===== src/sv/dss_pkg.sv =====
// ----------------------------------------------------------------------------
// dss_pkg: shared types and constants of the drum step sequencer
// Item and result payloads, command codes, register indexes and the
// command/status bundles between the sequencer controller and datapath.
// ----------------------------------------------------------------------------
package dss_pkg;

	localparam int CMD_W      = 4;
	localparam int TRACK_W    = 4;
	localparam int SIDX_W     = 8;
	localparam int VEL_W      = 7;
	localparam int LOOP_W     = 9;
	localparam int SPB_W      = 7;
	localparam int CFG_IDX_W  = 1;
	localparam int CFG_DATA_W = 9;

	localparam logic [VEL_W-1:0]  TRIG_VEL       = 7'd100;
	localparam logic [VEL_W-1:0]  CLICK_DOWNBEAT = 7'd100;
	localparam logic [VEL_W-1:0]  CLICK_BEAT     = 7'd50;
	localparam logic [LOOP_W-1:0] LOOP_RESET     = 9'd16;
	localparam logic [SPB_W-1:0]  SPB_RESET      = 7'd4;

	typedef enum logic [CMD_W-1:0] {
		CMD_TICK         = 4'd0,
		CMD_TRIGGER      = 4'd1,
		CMD_REST         = 4'd2,
		CMD_REST_ALL     = 4'd3,
		CMD_CLEAR_TRACK  = 4'd4,
		CMD_CLEAR_ALL    = 4'd5,
		CMD_SILENCE      = 4'd6,
		CMD_UNSILENCE    = 4'd7,
		CMD_TOGGLE_CLICK = 4'd8,
		CMD_WRITE_STEP   = 4'd9
	} cmd_e;

	typedef enum logic [CFG_IDX_W-1:0] {
		REG_LOOP_STEPS     = 1'd0,
		REG_STEPS_PER_BEAT = 1'd1
	} cfg_reg_e;

	typedef struct packed {
		logic [CMD_W-1:0]   cmd;
		logic [TRACK_W-1:0] track;
		logic [SIDX_W-1:0]  step_index;
		logic [VEL_W-1:0]   step_velocity;
	} item_t;

	typedef struct packed {
		logic [TRACK_W-1:0] note_track;
		logic [VEL_W-1:0]   note_velocity;
		logic               last_note;
	} result_t;

	typedef struct packed {
		logic load;
		logic tick;
		logic trig;
		logic key_rd;
		logic rmw;
		logic sweep_arm;
		logic sweep;
		logic misc;
		logic div;
		logic play_load;
		logic pop;
	} ctl_t;

	typedef struct packed {
		cmd_e op;
		logic trk_ok;
		logic play;
		logic div_done;
		logic sweep_done;
		logic more;
	} status_t;

endpackage


===== src/sv/dss_ctrl.sv =====
// ----------------------------------------------------------------------------
// dss_ctrl: sequencer controller
// Steps each command through execute, read-modify-write, beat remainder,
// note emission and clearing sweeps; drives the datapath by command bits.
// ----------------------------------------------------------------------------
module dss_ctrl (
	input  logic              clk,
	input  logic              arst_n,
	input  logic              start,
	output logic              busy,
	input  dss_pkg::status_t  st,
	output dss_pkg::ctl_t     ctl
);

	typedef enum logic [5:0] {
		ST_CLEAR = 6'b000001,
		ST_IDLE  = 6'b000010,
		ST_EXEC  = 6'b000100,
		ST_RMW   = 6'b001000,
		ST_DIV   = 6'b010000,
		ST_EMIT  = 6'b100000
	} state_t;

	state_t state_q;
	state_t state_d;

	always_ff @(posedge clk or negedge arst_n) begin
		if (!arst_n) begin
			state_q <= ST_CLEAR;
		end else begin
			state_q <= state_d;
		end
	end

	assign busy = (state_q != ST_IDLE);

	always_comb begin
		ctl     = '0;
		state_d = state_q;
		unique case (state_q)
			ST_CLEAR: begin
				ctl.sweep = 1'b1;
				if (st.sweep_done) begin
					state_d = ST_IDLE;
				end
			end
			ST_IDLE: begin
				if (start) begin
					ctl.load = 1'b1;
					state_d  = ST_EXEC;
				end
			end
			ST_EXEC: begin
				state_d = ST_IDLE;
				unique case (st.op) inside
					dss_pkg::CMD_TICK: begin
						ctl.tick = 1'b1;
						if (st.play) begin
							state_d = ST_DIV;
						end
					end
					dss_pkg::CMD_TRIGGER: begin
						if (st.trk_ok) begin
							ctl.trig = 1'b1;
							state_d  = ST_EMIT;
						end
					end
					dss_pkg::CMD_REST: begin
						if (st.trk_ok) begin
							ctl.key_rd = 1'b1;
							state_d    = ST_RMW;
						end
					end
					dss_pkg::CMD_REST_ALL: begin
						ctl.key_rd = 1'b1;
						state_d    = ST_RMW;
					end
					dss_pkg::CMD_CLEAR_TRACK: begin
						if (st.trk_ok) begin
							ctl.sweep_arm = 1'b1;
							state_d       = ST_CLEAR;
						end
					end
					dss_pkg::CMD_CLEAR_ALL: begin
						ctl.sweep_arm = 1'b1;
						state_d       = ST_CLEAR;
					end
					dss_pkg::CMD_SILENCE, dss_pkg::CMD_UNSILENCE,
					dss_pkg::CMD_TOGGLE_CLICK, dss_pkg::CMD_WRITE_STEP: begin
						ctl.misc = 1'b1;
					end
					default: begin
						state_d = ST_IDLE;
					end
				endcase
			end
			ST_RMW: begin
				ctl.rmw = 1'b1;
				state_d = ST_EMIT;
			end
			ST_DIV: begin
				ctl.div = 1'b1;
				if (st.div_done) begin
					ctl.play_load = 1'b1;
					state_d       = ST_EMIT;
				end
			end
			ST_EMIT: begin
				// one note per cycle; leave on the final one
				ctl.pop = 1'b1;
				if (!st.more) begin
					state_d = ST_IDLE;
				end
			end
			default: begin
				state_d = ST_IDLE;
			end
		endcase
	end

endmodule


===== config.mk =====
export PLATFORM = sky130hd
export DESIGN_NAME = dss_ctrl
export DESIGN_NICKNAME = d
export VERILOG_FILES = /design/src/sv/dss_pkg.sv /design/src/sv/dss_ctrl.sv
export SDC_FILE = /design/constraint.sdc
export NUM_CORES = 1
export LEC_CHECK = 0
export ABC_CLOCK_PERIOD_IN_PS = 2100
export BUFFER_PORTS_ARGS = -buffer_cell sky130_fd_sc_hd__buf_2
export CAP_MARGIN = 20
export CELL_PAD_IN_SITES_DETAIL_PLACEMENT = 2
export CELL_PAD_IN_SITES_GLOBAL_PLACEMENT = 2
export CORE_AREA = 2 2 52 54
export CTS_CLUSTER_DIAMETER = 150
export CTS_CLUSTER_SIZE = 25
export DETAILED_ROUTE_END_ITERATION = 8
export DIE_AREA = 0 0 54 56
export GPL_TIMING_DRIVEN = 1
export MAX_ROUTING_LAYER = met4
export PLACE_DENSITY = 0.72
export RECOVER_POWER = 50
export SETUP_SLACK_MARGIN = 0.1
export SLEW_MARGIN = 20
export SYNTH_ARGS = -nofsm -noshare
export SYNTH_HDL_FRONTEND = slang
export SYNTH_SLANG_ARGS = --single-unit

===== constraint.sdc =====
create_clock -name clk -period 2.1 [get_ports clk]
set_clock_uncertainty 0.2 [all_clocks]
set_input_delay 0.63 -clock clk [delete_from_list [all_inputs] [get_ports clk]]
set_output_delay 0.63 -clock clk [all_outputs]
set_load 0.03 [all_outputs]

### Word level (Yosys, flattened, before mapping)

Cells that the tools add are included.

* flip-flop bits (word level): 6
* input port bits: 12
* output and inout bits: 12
* logic and storage cells: 50

* equal/unequal tests: 20
* multiplexer cells: 26
* reduce and logical (&&, ||, !) cells: 3

Operators with widths (number)
* $pmux 6 s6: 2
* $mux 6: 5
* $eq 4x3->1 const B: 4
* $mux 1: 12
* $eq 4x2->1 const B: 2
* $eq 4x4->1 const B: 2
* $ne 2x2->1 const B: 4
* $eq 6x1->1 const B: 1
* $eq 6x2->1 const B: 1
* $eq 6x3->1 const B: 1
* $eq 6x4->1 const B: 1
* $eq 6x5->1 const B: 1
* $eq 6x6->1 const B: 1
* $ne 6x2->1 const B: 1
* $mux 5: 1
* $eq 4x1->1 const B: 1
* $logic_not 4->1: 1
* $mux 2: 2
* $mux 4: 1
* $pmux 1 s2: 2
* $reduce_and 4->1: 1
* $reduce_or 4->1: 1
* $mux 3: 1

### Longest topological paths before layout

* word-level depth: 4
* mapped depth: 5
* depth with buffers taken out: 4

### Least setup slack after synthesis

Ideal clock, no wire load.

* path kind: input-to-output
* start: input port st[6] (netlist name)
* end: output port ctl[7] (netlist name)
* arrival: 2.012 ns
* data required time: 1.270 ns
* path slack: -0.742 ns
* stages: 2
* buffers on the path: 1
* cell sequence: clkbuf_1 > nor4b_1

RTL lines
* start, declared: RTL line dss_ctrl.sv:11 `input dss_pkg::status_t st,`
* end, declared: RTL line dss_ctrl.sv:12 `output dss_pkg::ctl_t ctl`

==> out/qor.txt <==
sequential area share after synthesis - 25.91%
port bufs - 23
core area - 2432 um2
max_slew headroom - 71.35%
GRT Util Overall - 21.67%
clk_lat worst skew - 0.25 ns
adder-cell share of the synthesized area - 0%
# diodes - 0
Reg area - 152.6 um2
CP required - 1.27 ns
max FFs per register - 6
Cell variety after synth - 36
top_reg_cell synth - dfrtp_1
period utilisation layout - 119.2%
CP Class - flip-flop to output pin
syn_nets - 80
portion of netlist area occupied by mux cells - 0%
EDFF count, synth - 0
initial antenna violation count - 0
vias - 826
maximum VDD drop - 0.4652 mV
Lkg Pwr - 0.0005804 uW
violated checks - setup timing
area occupied by multi-input gates - 479.2 um2
CTS tree - built
die footprint - 3024 um2
via-per-instance ratio - 5.195
H-tree depth reported by CTS - 1
first-pass GRT wire length - 4705 um
Fin. Hold Viols - 0
vias in the first global route - 917
Simple-Gate Fraction of Synth Area - 50.54%
crit path cell chain - and2b_2 -> nand4b_4 -> buf_6 -> nor4_4 -> buf_6
number of cells after detailed placement - 143
num ports - 24
fin util - 49.13%
Final HPWL DP - 1983 um
RSZ-0062 raised after global routing - true
post-synth top area cell - dfrtp_1
Final Max Slew Viols - 0
compound-gate portion of the synthesized area - 17.13%
Overflow after GRT - 0
status - finished, violations left
initial drt markers - 3
setup ws final - -0.4026 ns
Post-Synth XOR/XNOR Area - 1.499%
CP max stage delay - 0.41 ns
Clock Sinks - 6
synthesis-to-layout area growth - 104.5%
CTS Root Cell - clkbuf_4
Die Ht - 56 um
pwr dens - 646.2 nW/um2
gp weighted congestion - 0.7704
Final Non-Filler Cells - 159
TritonCTS buffer count - 3
register bit total from synthesis - 6
share of layout cells above drive strength 1 - 62.02%
commonest non-fill, non-tap cell in the layout - buf_4
fill count - 277
Crit Path Max Fanout - 3
post-route ant nets - 0
slowest stage cell, crit path - dfrtp_1
Top cell by count, worst path - buf_6
Arrival @ worst endpoint - 1.67 ns
top flop regs - state_q: 6 flops
most flop-heavy register - state_q
Total Wirelength - 2928 um
fin nets - 142
Clk pin slew, worst setup/hold paths - 0.05 ns
min Tclk post-route - 2.503 ns
Avg Cell Area, Syn - 8.593 um2
most frequent cells in the layout - buf_4 (38), buf_6 (11), buf_2 (9)
largest family of logic cells by synthesized area - simple AND/OR/NAND/NOR gates
largest net degree at the start of global routing - 10
worst min path class - input port to flip-flop
YS warnings - 0
# rows - 18
fmax - 399.6 MHz
# setup viols final - 12
Synth area leaders - dfrtp_1 (21%), nor3b_1 (5.1%), dfstp_2 (4.5%)
post-route design area - 1195 um2
Mapped Cells - 68
Initial Util - 24.02%
Slew @ Worst Pin - 0.4259 ns
Synth async-reset ratio - 100.0%
clk buf depth - 2
routed len/inst - 18.42 um
Setup crit end kind - output pin
area share of the largest cell type after synthesis - 21.41%
CP Launch Type - flip-flop
Remaining DRCs - 0
Detailed Routing Iterations Pass 1 - 5
max-cap violation count - 0
Worst Hold Slack - 0.4252 ns
Die Width - 54 um
Mapped Area - 584.3 um2
Placed Area - 991.0 um2
[where the power goes]
group / internal, uW / switching (uW) / total, uW
clock: 72.4 / 47.4 / 120
sequential: 135 / 21.3 / 156
combinational: 231 / 265 / 496
total: 438 / 334 / 772
[cell usage after synthesis, types with 2 or more instances]
| cell type | n |
|---|---|
| nor3b_1 | 4 |
| nor4b_1 | 2 |
| nand3b_1 | 2 |
| nor2_1 | 6 |
| nor2b_1 | 3 |
| buf_2 | 2 |
| nor4_1 | 4 |
| inv_1 | 3 |
| and3b_1 | 3 |
| dfrtp_1 | 5 |
| o21ai_1 | 2 |
| o21ai_0 | 3 |
| nor2_2 | 2 |
| a21oi_1 | 2 |
| nand2_1 | 3 |
| clkbuf_1 | 2 |
[worst max-delay path, delay by kind of cell, from the launching register on]
kind          cells  cell delay (ns)
simple gates      3             0.70
flops             1             0.41
buf+inv           2             0.32
[what timing repair did]
action                                 4_1_cts  5_1_grt
resized for setup                           17       12
hold buffers                                 1        0
endpoints found under the hold margin        5        0
pin swaps                                    4        2
setup endpoints to repair                   12       12
buffers inserted                             6        5
[final timing paths]
kind,from,to,slack [ns],cells after the start
hold reg to reg,state_q[1],state_q[1],0.58,3
setup / recovery,state_q[3],ctl[9],-0.40,5
setup reg to reg,state_q[3],state_q[5],0.20,7
min in group asynchronous,arst_n,state_q[4],0.63,2
hold / removal,st[2],state_q[4],0.43,2
max in group asynchronous,arst_n,state_q[0],0.76,2
[logic make-up after synthesis]
| logic type | count (synthesis) |
|---|---|
| AOI/OAI and AO/OA | 15 |
| xor gates and xnor gates | 1 |
| and+or+nand+nor | 39 |
| buffers and inverters | 7 |
| DFF | 6 |
[area by class of cell]
| class | count | share of cell area (%) |
|---|---|---|
| repair buffers | 61 | 40.84 |
| multi-input cells | 55 | 40.10 |
| flip-flops and latches | 6 | 12.77 |
| clock buffers | 4 | 2.199 |
| well taps | 30 | 3.141 |
| inverters | 3 | 0.9424 |
[metal layers]
| metal | vias up | routed length (um) | track usage (%) |
|---|---|---|---|
| met1 | 397 | 1101 | 23.24 |
| met5 | - | 0 | - |
| li1 | 377 | - | - |
| met4 | 0 | 79 | 5.357 |
| met3 | 14 | 112 | 2.151 |
| met2 | 38 | 1634 | 40.59 |
[per-stage QoR]
step                total power [uW]  setup slack [ns]  setup TNS (ns)
finish                         772.2           -0.4026          -3.547
detailed placement             573.2           -0.3122          -1.519
floorplan                      405.2           -0.1775         -0.6944
global route                   819.7           -0.4866          -4.482
global placement               547.7           -0.2784          -1.290
CTS                            750.7           -0.4137          -3.598
Power figures use the tool's default switching activity.
